## src/sv/ofgm_pkg.sv

```systemverilog
`default_nettype none
// ----------------------------------------------------------------------------
// ofgm_pkg
// Shared types and constants for the optical-flow ground motion block.
// ----------------------------------------------------------------------------
package ofgm_pkg;

  // Stream and configuration port widths.
  localparam int IN_W   = 96;
  localparam int OUT_W  = 168;
  localparam int CFG_AW = 2;
  localparam int CFG_DW = 16;

  // Configuration register indexes.
  localparam logic [CFG_AW-1:0] REG_MIN_HEIGHT   = 2'd0;
  localparam logic [CFG_AW-1:0] REG_MIN_INTERVAL = 2'd1;
  localparam logic [CFG_AW-1:0] REG_DEF_INTERVAL = 2'd2;

  // Register values after reset.
  localparam logic [15:0] RST_MIN_HEIGHT   = 16'd100;
  localparam logic [7:0]  RST_MIN_INTERVAL = 8'd1;
  localparam logic [7:0]  RST_DEF_INTERVAL = 8'd25;

  // Divider: the dividend magnitude |angle * 1000| fits in 25 bits.
  localparam int DIV_W = 25;
  localparam int CNT_W = 5;
  localparam logic [CNT_W-1:0] DIV_LAST = CNT_W'(DIV_W - 1);

  // Shared multiplier operand and product widths.
  localparam int MUL_A_W = 32;
  localparam int MUL_B_W = 17;
  localparam int PROD_W  = MUL_A_W + MUL_B_W;

  // Flow angle scale from per-frame to per-second (ms to s).
  localparam logic signed [MUL_B_W-1:0] FLOW_SCALE = 17'sd1000;

  // Truncation bias for the signed divide by 4096.
  localparam logic [PROD_W-1:0] DIV4096_BIAS = PROD_W'(4095);

  // Sequencer states.
  typedef enum logic [3:0] {
    ST_IDLE,
    ST_MUL_ANG,
    ST_DIV_LOAD,
    ST_DIV,
    ST_RATE,
    ST_MUL_H,
    ST_SPD,
    ST_MUL_DT,
    ST_ACC,
    ST_DONE
  } ofgm_state_t;

  // Operand selection of the shared multiplier.
  typedef enum logic [1:0] {
    MSEL_ANGLE,
    MSEL_HEIGHT,
    MSEL_DT
  } ofgm_msel_t;

  // Control decoded from the sequencer state.
  typedef struct packed {
    logic       in_ready;
    logic       mul_en;
    ofgm_msel_t msel;
  } ofgm_ctrl_t;

endpackage
`default_nettype wire

```

## src/sv/optical_flow_ground_motion.sv

```systemverilog
// Sequence: per axis of an accepted sample, a 25-step restoring divide and
//   seven other steps run; the result then loads into the output register.
// Flow: a new sample is taken only once the result is loaded; the shared
//   divider and one 32x17 multiplier serve both axes; invalid samples skip to ST_DONE.
// Reset (rst_n low, synchronous): registers return to 100 / 1 / 25, both
//   displacement accumulators clear and no result is pending.
`default_nettype none
// ----------------------------------------------------------------------------
// optical_flow_ground_motion
// Turns an optical-flow sample into gyro-compensated ground velocity and
// integrates it into displacement, using one iterative divider and one shared
// multiplier under a small sequencer.
// ----------------------------------------------------------------------------
module optical_flow_ground_motion
  import ofgm_pkg::*;
(
  input  wire logic              clk,
  input  wire logic              rst_n,
  // Configuration write port.
  input  wire logic              cfg_we,
  input  wire logic [CFG_AW-1:0] cfg_addr,
  input  wire logic [CFG_DW-1:0] cfg_wdata,
  // Input stream.
  input  wire logic              in_tvalid,
  output logic                   in_tready,
  // in_tdata from bit 0: flow_ok[0], height_ok[1], agl_mm[17:2],
  // interval_ms[25:18], flow_angle_x[41:26], flow_angle_y[57:42],
  // gyro_pitch[75:58], gyro_roll[93:76], zero fill[95:94].
  input  wire logic [IN_W-1:0]   in_tdata,
  // Result stream.
  output logic                   out_tvalid,
  input  wire logic              out_tready,
  // out_tdata from bit 0: motion_ok[0], speed_x[32:1], speed_y[64:33],
  // travel_x[112:65], travel_y[160:113], zero fill[167:161].
  output logic [OUT_W-1:0]       out_tdata
);

  // Input field views.
  logic               in_flow_ok;
  logic               in_height_ok;
  logic [15:0]        in_agl_mm;
  logic [7:0]         in_interval_ms;
  logic signed [15:0] in_flow_angle_x;
  logic signed [15:0] in_flow_angle_y;
  logic signed [17:0] in_gyro_pitch;
  logic signed [17:0] in_gyro_roll;

  assign in_flow_ok      = in_tdata[0];
  assign in_height_ok    = in_tdata[1];
  assign in_agl_mm       = in_tdata[17:2];
  assign in_interval_ms  = in_tdata[25:18];
  assign in_flow_angle_x = in_tdata[41:26];
  assign in_flow_angle_y = in_tdata[57:42];
  assign in_gyro_pitch   = in_tdata[75:58];
  assign in_gyro_roll    = in_tdata[93:76];

  // Registers.
  ofgm_state_t        state_r, state_nxt;
  ofgm_ctrl_t         ctrl;
  logic [15:0]        min_height_r;
  logic [7:0]         min_interval_r;
  logic [7:0]         def_interval_r;
  logic [47:0]        acc_x_r, acc_y_r;
  logic               out_valid_r;
  logic [OUT_W-1:0]   out_data_r;
  logic               ok_r;
  logic               axis_r;
  logic [15:0]        h_r;
  logic [7:0]         dt_r;
  logic signed [15:0] ang_x_r, ang_y_r;
  logic signed [17:0] gyr_p_r, gyr_r_r;
  logic signed [PROD_W-1:0] prod_r;
  logic               neg_r;
  logic [DIV_W-1:0]   quo_r;
  logic [7:0]         rem_r;
  logic [CNT_W-1:0]   cnt_r;
  logic signed [26:0] rate_r;
  logic signed [31:0] spd_x_r, spd_y_r;

  logic in_accept;
  logic out_free;

  assign in_accept = in_tvalid && in_tready;
  assign out_free  = !out_valid_r || out_tready;

  // Next-state logic of the sequencer.
  always_comb begin
    state_nxt = state_r;
    unique case (state_r)
      ST_IDLE: begin
        if (in_accept) begin
          state_nxt = (in_flow_ok && in_height_ok) ? ST_MUL_ANG : ST_DONE;
        end
      end
      ST_MUL_ANG:  state_nxt = ST_DIV_LOAD;
      ST_DIV_LOAD: state_nxt = ST_DIV;
      ST_DIV: begin
        if (cnt_r == DIV_LAST) begin
          state_nxt = ST_RATE;
        end
      end
      ST_RATE:   state_nxt = ST_MUL_H;
      ST_MUL_H:  state_nxt = ST_SPD;
      ST_SPD:    state_nxt = ST_MUL_DT;
      ST_MUL_DT: state_nxt = ST_ACC;
      ST_ACC:    state_nxt = axis_r ? ST_DONE : ST_MUL_ANG;
      ST_DONE: begin
        if (out_free) begin
          state_nxt = ST_IDLE;
        end
      end
      default: state_nxt = ST_IDLE;
    endcase
  end

  // Control outputs of the sequencer.
  always_comb begin
    ctrl = '{in_ready: 1'b0, mul_en: 1'b0, msel: MSEL_ANGLE};
    unique case (state_r)
      ST_IDLE:    ctrl.in_ready = 1'b1;
      ST_MUL_ANG: begin
        ctrl.mul_en = 1'b1;
        ctrl.msel   = MSEL_ANGLE;
      end
      ST_MUL_H: begin
        ctrl.mul_en = 1'b1;
        ctrl.msel   = MSEL_HEIGHT;
      end
      ST_MUL_DT: begin
        ctrl.mul_en = 1'b1;
        ctrl.msel   = MSEL_DT;
      end
      default: ctrl = '{in_ready: 1'b0, mul_en: 1'b0, msel: MSEL_ANGLE};
    endcase
  end

  assign in_tready = ctrl.in_ready;

  // Per-axis operands: x uses flow about y and pitch, y uses flow about x and roll.
  logic signed [15:0] ang_sel;
  logic signed [17:0] gyr_sel;
  logic signed [31:0] spd_sel;

  assign ang_sel = axis_r ? ang_x_r : ang_y_r;
  assign gyr_sel = axis_r ? gyr_r_r : gyr_p_r;
  assign spd_sel = axis_r ? spd_y_r : spd_x_r;

  // Shared multiplier with its operand select.
  logic signed [MUL_A_W-1:0] mul_a;
  logic signed [MUL_B_W-1:0] mul_b;
  logic signed [PROD_W-1:0]  prod_nxt;

  always_comb begin
    case (ctrl.msel)
      MSEL_ANGLE: begin
        mul_a = {{(MUL_A_W-16){ang_sel[15]}}, ang_sel};
        mul_b = FLOW_SCALE;
      end
      MSEL_HEIGHT: begin
        mul_a = {{(MUL_A_W-27){rate_r[26]}}, rate_r};
        mul_b = {1'b0, h_r};
      end
      MSEL_DT: begin
        mul_a = spd_sel;
        mul_b = {{(MUL_B_W-8){1'b0}}, dt_r};
      end
      default: begin
        mul_a = '0;
        mul_b = '0;
      end
    endcase
    prod_nxt = mul_a * mul_b;
  end

  // Divider step: shift one dividend bit into the remainder and try a subtract.
  logic [8:0] div_trial;
  logic [8:0] div_diff;
  logic       div_ge;

  assign div_trial = {rem_r, quo_r[DIV_W-1]};
  assign div_diff  = div_trial - {1'b0, dt_r};
  assign div_ge    = div_trial >= {1'b0, dt_r};

  // Dividend magnitude from the scaled flow product.
  logic [PROD_W-1:0] prod_abs;
  assign prod_abs = prod_r[PROD_W-1] ? (~prod_r + 1'b1) : prod_r;

  // Signed quotient minus the gyro rate.
  logic signed [25:0] quo_s;
  logic signed [26:0] rate_nxt;

  assign quo_s    = neg_r ? -$signed({1'b0, quo_r}) : $signed({1'b0, quo_r});
  assign rate_nxt = {quo_s[25], quo_s} - {{9{gyr_sel[17]}}, gyr_sel};

  // Divide by 4096 rounding toward zero, then saturate to 32 bits.
  logic [PROD_W-1:0] spd_biased;
  logic [36:0]       spd_wide;
  logic signed [31:0] spd_nxt;

  always_comb begin
    spd_biased = prod_r + (prod_r[PROD_W-1] ? DIV4096_BIAS : '0);
    spd_wide   = spd_biased[PROD_W-1:12];
    if (spd_wide[36:31] == {6{spd_wide[36]}}) begin
      spd_nxt = spd_wide[31:0];
    end else if (spd_wide[36]) begin
      spd_nxt = {1'b1, 31'd0};
    end else begin
      spd_nxt = {1'b0, {31{1'b1}}};
    end
  end

  // Clamped height and interval of an accepted sample.
  logic [15:0] h_in;
  logic [7:0]  dt_in;

  always_comb begin
    h_in  = (in_agl_mm < min_height_r) ? min_height_r : in_agl_mm;
    dt_in = (in_interval_ms <= min_interval_r) ? def_interval_r : in_interval_ms;
    if (dt_in == 8'd0) begin
      dt_in = 8'd1;
    end
  end

  // Control state, configuration and accumulators.
  always_ff @(posedge clk) begin
    if (!rst_n) begin
      state_r        <= ST_IDLE;
      min_height_r   <= RST_MIN_HEIGHT;
      min_interval_r <= RST_MIN_INTERVAL;
      def_interval_r <= RST_DEF_INTERVAL;
      acc_x_r        <= '0;
      acc_y_r        <= '0;
      out_valid_r    <= 1'b0;
    end else begin
      state_r <= state_nxt;
      if (cfg_we) begin
        unique case (cfg_addr)
          REG_MIN_HEIGHT:   min_height_r   <= cfg_wdata;
          REG_MIN_INTERVAL: min_interval_r <= cfg_wdata[7:0];
          REG_DEF_INTERVAL: def_interval_r <= cfg_wdata[7:0];
          default: ;
        endcase
      end
      if (state_r == ST_ACC) begin
        if (axis_r) begin
          acc_y_r <= acc_y_r + prod_r[47:0];
        end else begin
          acc_x_r <= acc_x_r + prod_r[47:0];
        end
      end
      // The output register frees on a result transaction and fills from the sequencer.
      if (state_r == ST_DONE && out_free) begin
        out_valid_r <= 1'b1;
      end else if (out_tready) begin
        out_valid_r <= 1'b0;
      end
    end
  end

  // Datapath registers.
  always_ff @(posedge clk) begin
    if (in_accept) begin
      ok_r    <= in_flow_ok && in_height_ok;
      axis_r  <= 1'b0;
      h_r     <= h_in;
      dt_r    <= dt_in;
      ang_x_r <= in_flow_angle_x;
      ang_y_r <= in_flow_angle_y;
      gyr_p_r <= in_gyro_pitch;
      gyr_r_r <= in_gyro_roll;
      spd_x_r <= '0;
      spd_y_r <= '0;
    end
    if (ctrl.mul_en) begin
      prod_r <= prod_nxt;
    end
    case (state_r)
      ST_DIV_LOAD: begin
        neg_r <= prod_r[PROD_W-1];
        quo_r <= prod_abs[DIV_W-1:0];
        rem_r <= '0;
        cnt_r <= '0;
      end
      ST_DIV: begin
        rem_r <= div_ge ? div_diff[7:0] : div_trial[7:0];
        quo_r <= {quo_r[DIV_W-2:0], div_ge};
        cnt_r <= cnt_r + 1'b1;
      end
      ST_RATE: rate_r <= rate_nxt;
      ST_SPD: begin
        if (axis_r) begin
          spd_y_r <= spd_nxt;
        end else begin
          spd_x_r <= spd_nxt;
        end
      end
      ST_ACC: axis_r <= 1'b1;
      ST_DONE: begin
        if (out_free) begin
          out_data_r <= {7'd0, acc_y_r, acc_x_r, spd_y_r, spd_x_r, ok_r};
        end
      end
      default: ;
    endcase
  end

  assign out_tvalid = out_valid_r;
  assign out_tdata  = out_data_r;

`ifndef ASSERT_OFF
  // An invalid sample leaves the displacement untouched.
  assert property (@(posedge clk) disable iff (!rst_n)
    (in_accept && !(in_flow_ok && in_height_ok)) |=>
      ($stable(acc_x_r) && $stable(acc_y_r)))
    else $error("displacement changed on an invalid sample");

  // The divider never sees a zero interval.
  assert property (@(posedge clk) disable iff (!rst_n)
    (state_r == ST_DIV) |-> (dt_r != 8'd0))
    else $error("divider started with zero interval");

  // The partial remainder stays below the divisor.
  assert property (@(posedge clk) disable iff (!rst_n)
    (state_r == ST_DIV) |-> (rem_r < dt_r))
    else $error("divider remainder out of range");

  // A result is loaded only from the final state and never overwrites a pending one.
  assert property (@(posedge clk) disable iff (!rst_n)
    (out_valid_r && !out_tready) |=> ($stable(out_data_r) && out_valid_r))
    else $error("pending result was overwritten");
`endif

endmodule
`default_nettype wire

```

## config.mk

```make
export PLATFORM = sky130hd
export DESIGN_NAME = optical_flow_ground_motion
export DESIGN_NICKNAME = d
export VERILOG_FILES = /design/src/sv/ofgm_pkg.sv /design/src/sv/optical_flow_ground_motion.sv
export SDC_FILE = /design/constraint.sdc
export NUM_CORES = 2
export LEC_CHECK = 0
export BUFFER_PORTS_ARGS = -buffer_cell sky130_fd_sc_hd__buf_2
export CORE_ASPECT_RATIO = 1.1
export CORE_MARGIN = 1.5
export CORE_UTILIZATION = 45
export CTS_CLUSTER_DIAMETER = 120
export CTS_CLUSTER_SIZE = 25
export DETAILED_ROUTE_END_ITERATION = 16
export MAX_ROUTING_LAYER = met4
export RECOVER_POWER = 25
export SYNTH_ARGS = -nofsm -noshare
export SYNTH_HDL_FRONTEND = slang
export SYNTH_SLANG_ARGS = --single-unit
```

## constraint.sdc

```tcl
create_clock -name clk -period 12.7 [get_ports clk]
set_clock_uncertainty 0.05 [all_clocks]
set_input_delay 0.635 -clock clk [delete_from_list [all_inputs] [get_ports clk]]
set_output_delay 0.635 -clock clk [all_outputs]
set_load 0.05 [all_outputs]
```

# [Word-level counts from Yosys, hierarchy flattened]
# Index checks and enable logic that the tools add are counted.
[word_totals] word_cells=106 latchBits=0 mem_bits_ro=0 ramBits=0 output_inout_bits=170 memories=0 register_bits=567
[classes] n_div=0 n_eq_ne=18 mul=1 n_mux=32 n_shift=0 reduce_logical=18 addsub=8 bitwise_logic=2 n_lt_le_gt_ge=3
[ops] op="$mux W32" count=9
[ops] op="$add A48 B48 Y48" count=2
[ops] op="$pmux W32 S3" count=1
[ops] op="$pmux W25 S2" count=1
[ops] op="$add A49 B12 Y49" count=1
[ops] op="$mul A32 B17 Y49" count=1
[ops] op="$pmux W16 S3" count=1
[ops] op="$pmux W4 S10" count=1
[ops] op="$mux W16" count=2
[ops] op="$sub A26 B18 Y27" count=1
[ops] op="$mux W26" count=1
[ops] op="$neg A25 Y26" count=1
[ops] op="$add A25 B1 Y25 const B" count=1
[ops] op="$mux W25" count=1
[ops] op="$not A25 Y25" count=1
[ops] op="$mux W4" count=5
[ops] op="$mux W18" count=1
[ops] op="$eq A4 B3 Y1 const B" count=4
[ops] op="$lt A16 B16 Y1" count=1
[ops] op="$mux W8" count=2
[ops] op="$pmux W8 S2" count=1
[ops] op="$mux W12" count=1
[ops] op="$reduce_and A2 Y1" count=6
[ops] op="$pmux W5 S2" count=1
[ops] op="other kinds (23)" count=35

# [Longest topological paths before layout]
[depth] word_depth=6 depth_mapped=34 depth_no_buf=30

# [Worst setup path before layout]
# Ideal clock, no wire load.
[synth_timing] path_type="reg-to-reg" start="register state_r[1]" end="register out_data_r[0], in the netlist out_tdata[0], enable pin" arrival_ns=12.509 stages_incl_launch_ff=5 slack_ns=-0.771 required_ns=11.738 setup_ns=0.912 cell_sequence="dfxtp_1 clkbuf_1 nor2_1 nand2_1 nor3b_1"
[synth_between] elab_chain_len=2
[synth_lines] element="start: declaration" line_no="optical_flow_ground_motion.sv:58" rtl="ofgm_state_t state_r, state_nxt;"
[synth_lines] element="start signal: assignment" line_no="optical_flow_ground_motion.sv:235" rtl="state_r <= state_nxt;"
[synth_lines] element="$eq A4 B4 Y1" line_no="optical_flow_ground_motion.sv:277" rtl="case (state_r)"
[synth_lines] element="$reduce_and A2 Y1 (no line)"
[synth_lines] element="end signal: assignment" line_no="optical_flow_ground_motion.sv:300" rtl="out_data_r <= {7'd0, acc_y_r, acc_x_r, spd_y_r, spd_x_r, ok_r};"
[synth_lines] element="end: declaration" line_no="optical_flow_ground_motion.sv:65" rtl="logic [OUT_W-1:0] out_data_r;"
# No other way between the ends.
# A chain may end at the register's enable or synchronous reset.

# [Worst setup path after layout]
[layout_timing] start="register state_r[1]" end="register prod_r[48], data pin"
[layout_between] elab_chain_len=5
[layout_lines] element="$eq A4 B3 Y1 / $eq A4 B1 Y1 (equally long branches)" line_no="optical_flow_ground_motion.sv:119" rtl="unique case (state_r)"
[layout_lines] element="$pmux W3 S3 (*)" line_no="optical_flow_ground_motion.sv:119"
[layout_lines] element="$eq A2 B2 Y1, or another cell as far along" line_no="optical_flow_ground_motion.sv:154" rtl="case (ctrl.msel)"
[layout_lines] element="$pmux W32 S3 / $pmux W16 S3 (equally long branches)" line_no="optical_flow_ground_motion.sv:154"
[layout_lines] element="$mul A32 B17 Y49 (*)" line_no="optical_flow_ground_motion.sv:172" rtl="prod_nxt = mul_a * mul_b;"
[layout_lines] element="net prod_nxt[48]" line_no="optical_flow_ground_motion.sv:151" rtl="logic signed [PROD_W-1:0] prod_nxt;"
[layout_lines] element="end signal: assignment" line_no="optical_flow_ground_motion.sv:275" rtl="prod_r <= prod_nxt;"
[layout_lines] element="end: declaration" line_no="optical_flow_ground_motion.sv:72" rtl="logic signed [PROD_W-1:0] prod_r;"
# The timed path passes the listed nets; every way through them passes the cells marked *.

==> results.toml <==
[global_route]
grt_first_pass_wirelength_um = 199000
antenna_found_initial = 1
grt_pass1_vias = 33800
grt_util_all_layers = 0.250
grt_overflow = 0
grt_max_degree = 83

[routing]
m1WireLength_um = 57100
wl_met3_um = 8300
postRouteAntennaNets = 0
via_count = 34400
wl_um = 130000
dr.max_layer_used = "met4"
firstDrtPassIters = 5
route.detailed.drc = 0
initialDrtViolationCount = 2622
met2_length_um = 60500
wl_per_cell_um = 20.4
vias_per_cell = 5.40

[yosys]
yosys.area_share.adder = 0.285
synth_area_um2 = 47100
yosys_warnings = 0
synth_compound_area_frac = 0.115
synth.avg_cell_area_um2 = 9.78
async_flop_share = 0
synth_cells = 4813
synth_top_flop_cell = "edfxtp_1"
synth_area_leader_cell = "edfxtp_1"
ys_seq_area_frac = 0.320
synth_edf_count = 369
ys_seq_elements = 567
synthSimpleGateAreaFrac = 0.140
synth.mux.area_fraction = 0.0249
synthTopCellsByArea = "edfxtp_1 (24%), fa_1 (21%), dfxtp_1 (8.4%)"
synth_top_family_by_area = "adder cells"
ys_types = 81
yosys.area.top_type_share = 0.235
synth_xor_area_frac = 0.0430

[clock_tree]
cts_buffers = 27
clk_pin_slew_worst_paths_ns = 0.11
cts.path.max_buffers = 3
insertion_delay_ns = 0.66
cts_sinks = 567
cts-root-buf = "clkbuf_16"
cts_max_level = 1
postCtsSetupRepairBufs = 0
ctsResizeCount = 0
ctsHoldBuffers = 0
cts_tree = "built"

[setup_path]
cp_common_cell = "fa_1"
cp_num_buf_inv = 7
worstSetupPathType = "flop to flop"
cp-start-kind = "flop"
max_stage_delay_ns = 0.90
critical-path-slowest-cell = "a21oi_2"
end_kind = "flop"
worst_ep_required_time_ns = 13.04
critPathTopFamily = "adder cells"
arrival_ns = 10.08
worstPathMaxFanout = 38

[timing]
finalHoldViolations = 0
fmax_ghz = 0.103
rsz0062_at_grt = "no"
tightest_slew_ns = 3.27
slew_headroom = -1.18
holdWs_ns = 0.101
finalSetupViolCount = 0
slew_violations = 198
setup_tns_ns = 0
period_needed_ns = 9.74
fin_crit_sh = 0.767

[layout]
drive_gt1_frac = 0.0951
multi_input_area_um2 = 28700
syn_to_final_growth_pct = 7.39
fin_nets = 5856
regArea_um2 = 15000
fillerInstances = 9812
num_antenna_cells = 0
stdcell_count = 6368

[outcome]
status = "finished with violations"
violations = "capacitance limit, slew limit"

[min_path]
hold_class = "input port to flop"

[floorplan]
die-area_um2 = 107000
fp.dieW_um = 311
rows = 124
io_pins = 289
die_y_um = 342
initial_utilization = 0.453
core-area_um2 = 104000

[placed_design]
gp_congestion = 0.940
dpl.cell_count = 6318
hpwl_um = 103000
io_buffers = 279

[job]
drv_cap = 4
[layer usage]
metal / up-vias / track usage
li1: 16200 / -
met1: 16900 / 0.333
met2: 1093 / 0.403
met3: 201 / 0.0318
met4: 0 / 0.0697
met5: - / -
[kinds of logic (layout without fill, tap and decap cells)]
group	count (synthesis)	count (layout)
buf+inv	882	1045
compound gates	825	825
xor+xnor	231	231
mux	113	113
simple gates	1418	1418
flops	567	567
fa+ha+maj	776	776
other cells	1	7
[synth_stat cells, drive strengths merged, types with 28 or more instances]
cell and number:
inv 669, nand2 540, fa 493, nor2 393, edfxtp 369, ha 283, a21oi 208, o21ai 206
dfxtp 198, clkbuf 168, xnor2 140, a21o 130, xor2 91, mux2i 82, and2 79, nand3 73
nor2b 70, a221o 54, nor3 46, buf 45, a21boi 40, nand2b 40, nand4 40, and3 37
mux2 31, a211oi 28
[registers in the layout (all words and copies together), names as in the netlist, 4 cells and up]
name,flops
out_tdata,161
prod_r,49
acc_x_r,48
acc_y_r,48
spd_x_r,32
spd_y_r,32
rate_r,27
quo_r,25
gyr_p_r,18
gyr_r_r,18
ang_x_r,16
ang_y_r,16
h_r,16
min_height_r,16
def_interval_r,8
dt_r,8
min_interval_r,8
rem_r,8
cnt_r,5
state_r,4
[per-stage QoR]
stage | setup slack [ns] | cell area (um2) | utilization
after floorplan | 4.76 | 47100 | -
after global placement | 3.10 | 49800 | 0.479
after detailed placement | 3.16 | 49800 | 0.479
after CTS | 3.10 | 50600 | 0.487
after global routing | 2.52 | 50500 | 0.487
final | 2.96 | 50500 | 0.487
[cell type report]
cell class	count	area share
Sequential cell	567	0.298
Clock inverter	4	0.000891
Clock buffer	46	0.0148
Inverter	669	0.0497
Tap cell	1386	0.0343
Multi-Input combinational cell	3370	0.568
Timing Repair Buffer	326	0.0342
[final timing paths]
check | start | to | slack (ns) | cells after the start
max | state_r[1]$_SDFFE_PN0P_ | prod_r[48]$_DFFE_PP_ | 2.96 | 28
min | in_tdata[41] | ang_x_r[15]$_DFFE_PP_ | 0.10 | 1
max reg2reg | state_r[1]$_SDFFE_PN0P_ | prod_r[48]$_DFFE_PP_ | 2.96 | 28
min reg2reg | ok_r$_DFFE_PP_ | out_tdata[0]$_DFFE_PP_ | 0.40 | 0
[cell usage in the layout (no fill, tap or decap), types with 25 or more instances in the layout]
master,netlist,routed
inv_1,669,668
nand2_1,540,539
fa_1,493,493
nor2_1,389,384
edfxtp_1,369,369
ha_1,283,283
buf_2,8,273
a21oi_1,208,206
o21ai_0,200,199
dfxtp_1,198,197
xnor2_1,140,140
a21o_1,130,130
xor2_1,91,91
mux2i_1,82,82
and2_1,78,77
nand3_1,71,71
nor2b_1,70,70
nor3_1,44,43
buf_4,10,43
nand2b_1,40,40
nand4_1,40,40
a21boi_0,40,40
and3_1,36,36
a221o_1,34,34
mux2_2,30,30
clkbuf_1,168,29
or2_2,27,27
clkbuf_16,0,27
o21a_1,25,25
a211oi_1,28,25
Power is not shown: default switching activity piles up to over one toggle a cycle in this logic, so the estimate is an artifact.
